--- src/design/xxtea_pkg.sv ---
// Shared constants, types and tables of the XXTEA engine.
package xxtea_pkg;

  localparam int MAX_WORDS = 16;
  localparam int IDX_W     = $clog2(MAX_WORDS);
  localparam int CNT_W     = $clog2(MAX_WORDS + 1);
  localparam int RND_W     = 6;
  localparam int CFG_IDX_W = 3;

  localparam logic [31:0] DELTA_RESET = 32'h9e3779b9;

  // Configuration register indexes.
  localparam logic [CFG_IDX_W-1:0] REG_KEY0      = 3'd0;
  localparam logic [CFG_IDX_W-1:0] REG_KEY1      = 3'd1;
  localparam logic [CFG_IDX_W-1:0] REG_KEY2      = 3'd2;
  localparam logic [CFG_IDX_W-1:0] REG_KEY3      = 3'd3;
  localparam logic [CFG_IDX_W-1:0] REG_DELTA     = 3'd4;
  localparam logic [CFG_IDX_W-1:0] REG_WORDS     = 3'd5;
  localparam logic [CFG_IDX_W-1:0] REG_DIRECTION = 3'd6;

  // Operands of one mix evaluation.
  typedef struct packed {
    logic [31:0] y;
    logic [31:0] z;
    logic [31:0] sum;
    logic [31:0] key;
  } mix_req_t;

  // Full cycles over the block: 6 + 52 / n.
  function automatic logic [RND_W-1:0] rounds_for(input logic [CNT_W-1:0] n);
    logic [RND_W-1:0] r;
    case (n)
      5'd2:    r = 6'd32;
      5'd3:    r = 6'd23;
      5'd4:    r = 6'd19;
      5'd5:    r = 6'd16;
      5'd6:    r = 6'd14;
      5'd7:    r = 6'd13;
      5'd8:    r = 6'd12;
      5'd9:    r = 6'd11;
      5'd10:   r = 6'd11;
      5'd11:   r = 6'd10;
      5'd12:   r = 6'd10;
      5'd13:   r = 6'd10;
      5'd14:   r = 6'd9;
      5'd15:   r = 6'd9;
      5'd16:   r = 6'd9;
      default: r = 6'd32;
    endcase
    return r;
  endfunction

endpackage

--- src/design/xxtea_mix_unit.sv ---
// Shared XXTEA mix function unit with registered result.
module xxtea_mix_unit (
  input  logic                clk,
  input  logic                en,
  input  xxtea_pkg::mix_req_t req,
  output logic [31:0]         mix
);
  import xxtea_pkg::*;

  logic [31:0] lhs;
  logic [31:0] rhs;

  // Two adds side by side, then xor.
  assign lhs = ((req.z >> 5) ^ (req.y << 2)) + ((req.y >> 3) ^ (req.z << 4));
  assign rhs = (req.sum ^ req.y) + (req.key ^ req.z);

  always_ff @(posedge clk) begin
    if (en) begin
      mix <= lhs ^ rhs;
    end
  end

endmodule

--- src/design/xxtea_block_cipher_top.sv ---
// XXTEA block cipher engine top level: block store, sequencer and config registers.
//
// Data words arrive one beat at a time on the input channel (in_valid/in_stall)
// and are written to a 16-entry block store. When the fill count reaches the
// effective block size n (block_words clamped to 2..16) the engine runs
// 6 + 52/n full rounds of the XXTEA mix over the block, encrypting or
// decrypting per the direction register with the 128-bit key and delta;
// on decrypt the running sum starts at rounds * delta mod 2^32. The
// processed block then leaves on the output channel (out_valid/out_stall) in
// index order, last_word set on word n-1. Filling takes one word per beat.
// Processing a block starts with store reads in ST_LD1, ST_LD2 and ST_LD3;
// each word update then passes through the shared mix unit (ST_MIX) and the
// add/subtract and store write (ST_UPD), with the next neighbor read from
// the single-read-port store in the same cycle. Emitting reads each word
// from the store, then loads it into the output register, waiting while the
// sink stalls. in_stall is high after the beat that completes a block until
// the last word is loaded into the output register; that last word may
// still wait for the sink while new words are accepted. Config registers
// are written through cfg_write_en/cfg_index/cfg_data and must only change
// while the engine is idle. There is no clearing pass after reset.
module xxtea_block_cipher_top (
  input  logic                              clk,
  input  logic                              rst,
  input  logic                              cfg_write_en,
  input  logic [xxtea_pkg::CFG_IDX_W-1:0]   cfg_index,
  input  logic [31:0]                       cfg_data,
  input  logic                              in_valid,
  output logic                              in_stall,
  input  logic [31:0]                       data_word,
  output logic                              out_valid,
  input  logic                              out_stall,
  output logic [31:0]                       result_word,
  output logic                              last_word
);
  import xxtea_pkg::*;

  // Sequencer states.
  localparam logic [2:0] ST_IDLE = 3'd0;
  localparam logic [2:0] ST_LD1  = 3'd1;  // read first z/y seed word
  localparam logic [2:0] ST_LD2  = 3'd2;  // read first word to update
  localparam logic [2:0] ST_LD3  = 3'd3;  // read its neighbor
  localparam logic [2:0] ST_MIX  = 3'd4;  // mix unit busy
  localparam logic [2:0] ST_UPD  = 3'd5;  // add/sub, write back, read next neighbor
  localparam logic [2:0] ST_ORD  = 3'd6;  // read word for output
  localparam logic [2:0] ST_OWT  = 3'd7;  // load output register

  // Config registers.
  logic [31:0]      key [4];
  logic [31:0]      delta;
  logic [4:0]       block_words;
  logic             direction;

  // Control state.
  logic [2:0]       state;
  logic [CNT_W-1:0] fill;
  logic [CNT_W-1:0] nreg;
  logic [RND_W-1:0] rounds;
  logic [IDX_W-1:0] p;
  logic [IDX_W-1:0] q;
  logic [IDX_W-1:0] oidx;

  // Datapath registers.
  logic [31:0]      sum;
  logic [31:0]      zreg;
  logic [31:0]      yreg;
  logic [31:0]      cur;
  logic [31:0]      rdata;
  logic [31:0]      mixv;

  // Block store.
  logic [31:0]      mem [MAX_WORDS];

  logic             in_take;
  logic [CNT_W-1:0] fill_next;
  logic [CNT_W-1:0] n_eff;
  logic [IDX_W-1:0] n_last;
  logic [IDX_W-1:0] p_next;
  logic [IDX_W-1:0] q_next;
  logic             round_end;
  logic [31:0]      upd_val;
  logic [1:0]       kidx;
  logic             we;
  logic [IDX_W-1:0] waddr;
  logic [31:0]      wdata;
  logic             re;
  logic [IDX_W-1:0] raddr;
  logic             out_load;
  mix_req_t         req;

  assign in_stall  = (state != ST_IDLE);
  assign in_take   = in_valid && !in_stall;
  assign fill_next = fill + CNT_W'(1);

  // Clamp block size to 2..MAX_WORDS.
  always_comb begin
    n_eff = block_words;
    if (block_words < CNT_W'(2)) begin
      n_eff = CNT_W'(2);
    end else if (block_words > CNT_W'(MAX_WORDS)) begin
      n_eff = CNT_W'(MAX_WORDS);
    end
  end

  assign n_last = IDX_W'(nreg - CNT_W'(1));

  // Word and neighbor pointers walk up on encrypt, down on decrypt, modulo n.
  always_comb begin
    if (direction) begin
      p_next    = (p == '0) ? n_last : p - IDX_W'(1);
      q_next    = (q == '0) ? n_last : q - IDX_W'(1);
      round_end = (p == '0);
    end else begin
      p_next    = (p == n_last) ? '0 : p + IDX_W'(1);
      q_next    = (q == n_last) ? '0 : q + IDX_W'(1);
      round_end = (p == n_last);
    end
  end

  assign upd_val = direction ? (cur - mixv) : (cur + mixv);
  assign kidx    = p[1:0] ^ sum[3:2];

  // Encrypt: y is the freshly read neighbor, z the last written word.
  // Decrypt: z is the freshly read neighbor, y the last written word.
  always_comb begin
    req.y   = direction ? yreg : rdata;
    req.z   = direction ? rdata : zreg;
    req.sum = sum;
    req.key = key[kidx];
  end

  xxtea_mix_unit u_mix (
    .clk (clk),
    .en  (state == ST_MIX),
    .req (req),
    .mix (mixv)
  );

  // Store write port: input fill or round write back.
  always_comb begin
    we    = 1'b0;
    waddr = fill[IDX_W-1:0];
    wdata = data_word;
    if (in_take) begin
      we = 1'b1;
    end else if (state == ST_UPD) begin
      we    = 1'b1;
      waddr = p;
      wdata = upd_val;
    end
  end

  // Store read port.
  always_comb begin
    re    = 1'b0;
    raddr = p;
    case (state)
      ST_LD1: begin
        re    = 1'b1;
        raddr = direction ? '0 : n_last;
      end
      ST_LD2: begin
        re    = 1'b1;
        raddr = p;
      end
      ST_LD3: begin
        re    = 1'b1;
        raddr = q;
      end
      ST_UPD: begin
        re    = 1'b1;
        raddr = q_next;
      end
      ST_ORD: begin
        re    = 1'b1;
        raddr = oidx;
      end
      default: begin
        re = 1'b0;
      end
    endcase
  end

  always_ff @(posedge clk) begin
    if (we) begin
      mem[waddr] <= wdata;
    end
  end

  // Write-through on a same-address read: a two-word block reads back the
  // word written in the same cycle.
  always_ff @(posedge clk) begin
    if (re) begin
      rdata <= (we && (waddr == raddr)) ? wdata : mem[raddr];
    end
  end

  // Config registers.
  always_ff @(posedge clk) begin
    if (rst) begin
      key[0]      <= '0;
      key[1]      <= '0;
      key[2]      <= '0;
      key[3]      <= '0;
      delta       <= DELTA_RESET;
      block_words <= 5'd2;
      direction   <= 1'b0;
    end else if (cfg_write_en) begin
      case (cfg_index)
        REG_KEY0:      key[0]      <= cfg_data;
        REG_KEY1:      key[1]      <= cfg_data;
        REG_KEY2:      key[2]      <= cfg_data;
        REG_KEY3:      key[3]      <= cfg_data;
        REG_DELTA:     delta       <= cfg_data;
        REG_WORDS:     block_words <= cfg_data[4:0];
        REG_DIRECTION: direction   <= cfg_data[0];
        default: begin
        end
      endcase
    end
  end

  assign out_load = (state == ST_OWT) && (!out_valid || !out_stall);

  // Sequencer.
  always_ff @(posedge clk) begin
    if (rst) begin
      state  <= ST_IDLE;
      fill   <= '0;
      nreg   <= CNT_W'(2);
      rounds <= '0;
      p      <= '0;
      q      <= '0;
      oidx   <= '0;
      sum    <= '0;
      zreg   <= '0;
      yreg   <= '0;
    end else begin
      case (state)
        ST_IDLE: begin
          if (in_take) begin
            // block completes as soon as the count reaches the size
            if (fill_next >= n_eff) begin
              fill   <= '0;
              nreg   <= n_eff;
              rounds <= rounds_for(n_eff);
              state  <= ST_LD1;
            end else begin
              fill <= fill_next;
            end
          end
        end
        ST_LD1: begin
          if (direction) begin
            sum <= 32'(rounds * delta);
            p   <= n_last;
            q   <= n_last - IDX_W'(1);
          end else begin
            sum <= delta;
            p   <= '0;
            q   <= IDX_W'(1);
          end
          state <= ST_LD2;
        end
        ST_LD2: begin
          if (direction) begin
            yreg <= rdata;
          end else begin
            zreg <= rdata;
          end
          state <= ST_LD3;
        end
        ST_LD3: begin
          cur   <= rdata;
          state <= ST_MIX;
        end
        ST_MIX: begin
          state <= ST_UPD;
        end
        ST_UPD: begin
          if (direction) begin
            yreg <= upd_val;
          end else begin
            zreg <= upd_val;
          end
          cur <= rdata;
          p   <= p_next;
          q   <= q_next;
          if (round_end) begin
            rounds <= rounds - RND_W'(1);
            sum    <= direction ? (sum - delta) : (sum + delta);
          end
          if (round_end && (rounds == RND_W'(1))) begin
            oidx  <= '0;
            state <= ST_ORD;
          end else begin
            state <= ST_MIX;
          end
        end
        ST_ORD: begin
          state <= ST_OWT;
        end
        ST_OWT: begin
          if (out_load) begin
            if (oidx == n_last) begin
              state <= ST_IDLE;
            end else begin
              oidx  <= oidx + IDX_W'(1);
              state <= ST_ORD;
            end
          end
        end
        default: begin
          state <= ST_IDLE;
        end
      endcase
    end
  end

  // Output register.
  always_ff @(posedge clk) begin
    if (rst) begin
      out_valid <= 1'b0;
    end else if (out_load) begin
      out_valid <= 1'b1;
    end else if (!out_stall) begin
      out_valid <= 1'b0;
    end
  end

  always_ff @(posedge clk) begin
    if (out_load) begin
      result_word <= rdata;
      last_word   <= (oidx == n_last);
    end
  end

endmodule

--- config.mk ---
export PLATFORM = sky130hd
export DESIGN_NAME = xxtea_block_cipher_top
export DESIGN_NICKNAME = d
export VERILOG_FILES = /design/src/design/xxtea_pkg.sv /design/src/design/xxtea_mix_unit.sv /design/src/design/xxtea_block_cipher_top.sv
export SDC_FILE = /design/constraint.sdc
export NUM_CORES = 2
export LEC_CHECK = 0
export ABC_AREA = 1
export ABC_CLOCK_PERIOD_IN_PS = 6990
export BUFFER_PORTS_ARGS = -buffer_cell sky130_fd_sc_hd__buf_2
export CELL_PAD_IN_SITES_DETAIL_PLACEMENT = 0
export CELL_PAD_IN_SITES_GLOBAL_PLACEMENT = 1
export CORE_UTILIZATION = 40
export CTS_CLUSTER_DIAMETER = 50
export CTS_CLUSTER_SIZE = 20
export DETAILED_ROUTE_END_ITERATION = 7
export GPL_TIMING_DRIVEN = 0
export PLACE_DENSITY_LB_ADDON = 0.05
export SETUP_SLACK_MARGIN = 0.5
export SLEW_MARGIN = 25
export SYNTH_ARGS = -nofsm -noshare
export SYNTH_HDL_FRONTEND = slang
export SYNTH_HIERARCHICAL = 1
export SYNTH_SLANG_ARGS = --single-unit
--- constraint.sdc ---
create_clock -name clk -period 6.99 [get_ports clk]
set_clock_uncertainty 0.1 [all_clocks]
set_input_delay 1.0485 -clock clk [delete_from_list [all_inputs] [get_ports clk]]
set_output_delay 1.0485 -clock clk [all_outputs]
set_load 0.02 [all_outputs]
==> impl_metrics.ini <==
[detailed_routing]
drc_errors = 0
via_count = 50200
wl_per_cell_um = 24.7
wl_mm = 234
viasPerCell = 5.30
drt_iter0_drc = 4567
drtAntennaViolNets = 0
dr.pass1.iters = 6

[yosys]
synthCells = 7196
avgSynthCellArea_sq_um = 8.14
yosys_register_bits = 934
syn-cell-area_sq_mm = 0.0585
synth_compound_area_share_pct = 8.62
yosysSeqAreaShare_pct = 45.1
synth_ff_type = edfxtp_1
synth_common_cells = nand2_1, inv_1, nand3_1, edfxtp_1, nor2_1
synth_top_area_share_pct = 39.4
yosysUniqueCellTypes = 66
yosysWarnings = 6
synth_mux_area_share_pct = 0
async_flop_share_pct = 0
synth_area_leaders = edfxtp_1, nand2_1, inv_1
synth_enable_flop_cells = 769
synthSimpleGateAreaFrac_pct = 23.9
synth_nets = 7562
synth-xor-area-share_pct = 4.25
yosysTopAreaCell = edfxtp_1
yosysMostFrequentCell = nand2_1
synth_top_family_by_area = simple AND/OR/NAND/NOR gates
synth_fa_ha_area_share_pct = 7.73

[outcome]
status = complete, no violations

[setup_path]
slowest_stage = o21ai_0
r2r-end = rdata[19]$_DFFE_PP_
crit_path_max_fanout = 17
r2r_start = direction$_SDFFE_PP0P_
critPathLaunchType = flip-flop
end_kind = flip-flop
arrival_ps = 6730
slowest_delay_ps = 700
r2r_cells = 21
r2r_slack_ps = 680
crit_chain = buf_2 > inv_1 > buf_2 > clkbuf_2 > clkdlybuf4s15_2 > o31ai_1 > xnor2_1 > inv_1 > ha_1 > nand2_1 > nor2_1 > nor2_1 > o21ai_0 > nand2_1 > nand2_1 > nand2_1 > nand2_1 > o21ai_0 > nand2_2 > nand3_1 > nand2_1
cpLargestDelayFamily = buffers and inverters
worstPathRequired_ps = 7400
crit_buf_inv = 6
critPathKind = reg2reg
crit_path_frequent_cell = nand2_1

[clock_tree]
cts_tree = done
clk_pin_slew_ps = 70
root_buffer = clkbuf_16
clk_path_buf_depth = 3
h-tree-depth = 3
hold_buffers = 0
cts_sinks = 934
clock_latency_ps = 760
cts_buffers = 116

[finish]
drive_above_1_share_pct = 8.27
final_core_util_pct = 45.9
syn_to_final_growth_pct = 14.1
final_nets = 7828
design_area_sq_mm = 0.0668
nFillCells = 14600

[power_and_ir_drop]
power_density_mw_per_mm2 = 555
ir_drop_uv = 314
switching_share_pct = 52.1
power_frac_seq_pct = 21.1
p_switching_mw = 19.3
pwr-share-comb_pct = 61.5
p_leak_nw = 31.0
clkPwrFrac_pct = 17.4
p_total_mw = 37.1
intPower_mw = 17.8

[grt]
grt_first_pass_wirelength_mm = 335
antenna_found_initial = 8
grt_pass1_vias = 47900
grt_overflow = 0
grt_max_degree = 24
grt_util_all_layers_pct = 31.4

[sta]
slew_headroom_pct = 18.7
fin_ws_ps = 676
setup_violations = 0
rsz0062_at_grt = false
hold_viol = 0
period_needed_ps = 6310
slew_violations = 0
finalCritPeriodShare_pct = 90.3
timing.fmax_mhz = 158
worst_pin_slew_ps = 1210
hold_ws_ps = 385

[floorplanning]
dieHeight_um = 385
ioPinCount = 107
coreArea_sq_mm = 0.145
die_w_um = 385
start_util_pct = 40.3
num_rows = 140
die-area_sq_mm = 0.148

[hold_path]
min_from = block_words[1]$_SDFFE_PP1P_
hold_path.class = reg2reg
hold_depth = 2
whs_endpoint = block_words[1]$_SDFFE_PP1P_

[placement]
placed_area_sq_mm = 0.0626
gp_congestion = 0.955
port_buffers = 105
dp_slack_ps = 93.5
dp_hpwl_mm = 183

[job]
maxCapViolCount = 0
cell usage in the layout (no fill, tap or decap), drive strengths merged, types with 11 or more instances in the layout:
master / synthesis / routed
a21boi: 11 / 11
a21o: 13 / 13
a21oi: 285 / 285
a31oi: 17 / 17
buf: 162 / 307
bufinv: 0 / 12
clkbuf: 159 / 285
clkinv: 1 / 43
clkinvlp: 0 / 15
dfxtp: 165 / 165
edfxtp: 769 / 769
fa: 113 / 113
ha: 181 / 181
inv: 1209 / 1237
nand2: 1621 / 1621
nand3: 828 / 828
nand3b: 73 / 73
nand4: 44 / 44
nor2: 593 / 593
nor3: 64 / 64
o211ai: 62 / 62
o21ai: 393 / 393
o21bai: 29 / 29
o32ai: 33 / 33
or2: 23 / 23
xnor2: 68 / 68
xor2: 216 / 216
cell type report:
class,instances,area (sq um),area share (%)
flip-flops and latches,934,26400,39.5
multi-input cells,4731,26300,39.4
inverters,1210,4540,6.80
clock buffers,124,2950,4.42
well taps,1917,2400,3.59
plain buffers,321,1560,2.33
repair buffers,148,1430,2.14
clock inverters,97,1220,1.83
diodes,2,5.00,0.00749
worst register-to-register path, stage by stage, from the launching register on:
cell and delay, ps:
dfxtp_1 290, buf_2 210, inv_1 220, buf_2 550
clkbuf_2 590, clkdlybuf4s15_2 660, o31ai_1 180, xnor2_1 350
inv_1 90, ha_1 370, nand2_1 120, nor2_1 50
nor2_1 80, o21ai_0 230, nand2_1 130, nand2_1 150
nand2_1 100, nand2_1 60, o21ai_0 700, nand2_2 560
nand3_1 250, nand2_1 70
metrics by stage:
step | TNS [ps] | std cells
final | 0 | 9484
after global routing | 0 | 9482
after CTS | 0 | 9482
after detailed placement | 0 | 9261
after global placement | -192730 | 9218
after floorplan | 0 | 7196
worst max path at each step:
stage                           startpoint                    to  slack [ps]  depth (start not counted)
finish              direction$_SDFFE_PP0P_   rdata[19]$_DFFE_PP_         680                         21
global route        direction$_SDFFE_PP0P_   rdata[28]$_DFFE_PP_         520                         21
CTS                 direction$_SDFFE_PP0P_   rdata[15]$_DFFE_PP_         530                         19
detailed placement  direction$_SDFFE_PP0P_   rdata[18]$_DFFE_PP_          90                         21
global placement    direction$_SDFFE_PP0P_   rdata[23]$_DFFE_PP_       -1610                         19
floorplan           rounds[3]$_SDFFE_PP0P_  sum[23]$_SDFFE_PP0P_        2660                         20
layer usage:
metal	up-vias	GRT usage, %	part of all wire (%)
met5	-	0	0.0055
met4	2	11.8	4.0
met3	350	3.89	6.0
met2	1762	52.9	48
met1	24100	40.9	42
li1	24000	-	-
registers in the layout (all words and copies together), names as in the netlist, 4 cells and up:
name / flops
block_words: 5
cur: 32
delta: 32
fill: 5
key: 128
mem: 512
nreg: 4
oidx: 4
p: 4
q: 4
rdata: 32
result_word: 32
rounds: 6
sum: 32
u_mix/mix: 32
yreg: 32
zreg: 32
logic make-up after synthesis:
group | after synthesis
DFF | 934
xor gates and xnor gates | 284
AOI/OAI and AO/OA | 890
buffers and inverters | 1531
adders and majority gates | 294
and+or+nand+nor | 3263
power groups by stage:
stage	Combinational (mW)	Sequential (mW)	Clock, mW
2_1_floorplan	15.0	7.48	0
3_3_place_gp	22.4	7.95	0
3_5_place_dp	22.5	7.92	0
4_1_cts	22.7	7.80	6.54
5_1_grt	24.9	7.82	6.76
6_report	22.8	7.82	6.46
repair_timing:
item                       4_1_cts  5_1_grt
setup endpoints to repair      199      125
pin swaps                        0        0
setup buffers                    0        0
resized for setup                9       21
(Power assumes the default switching activity.)
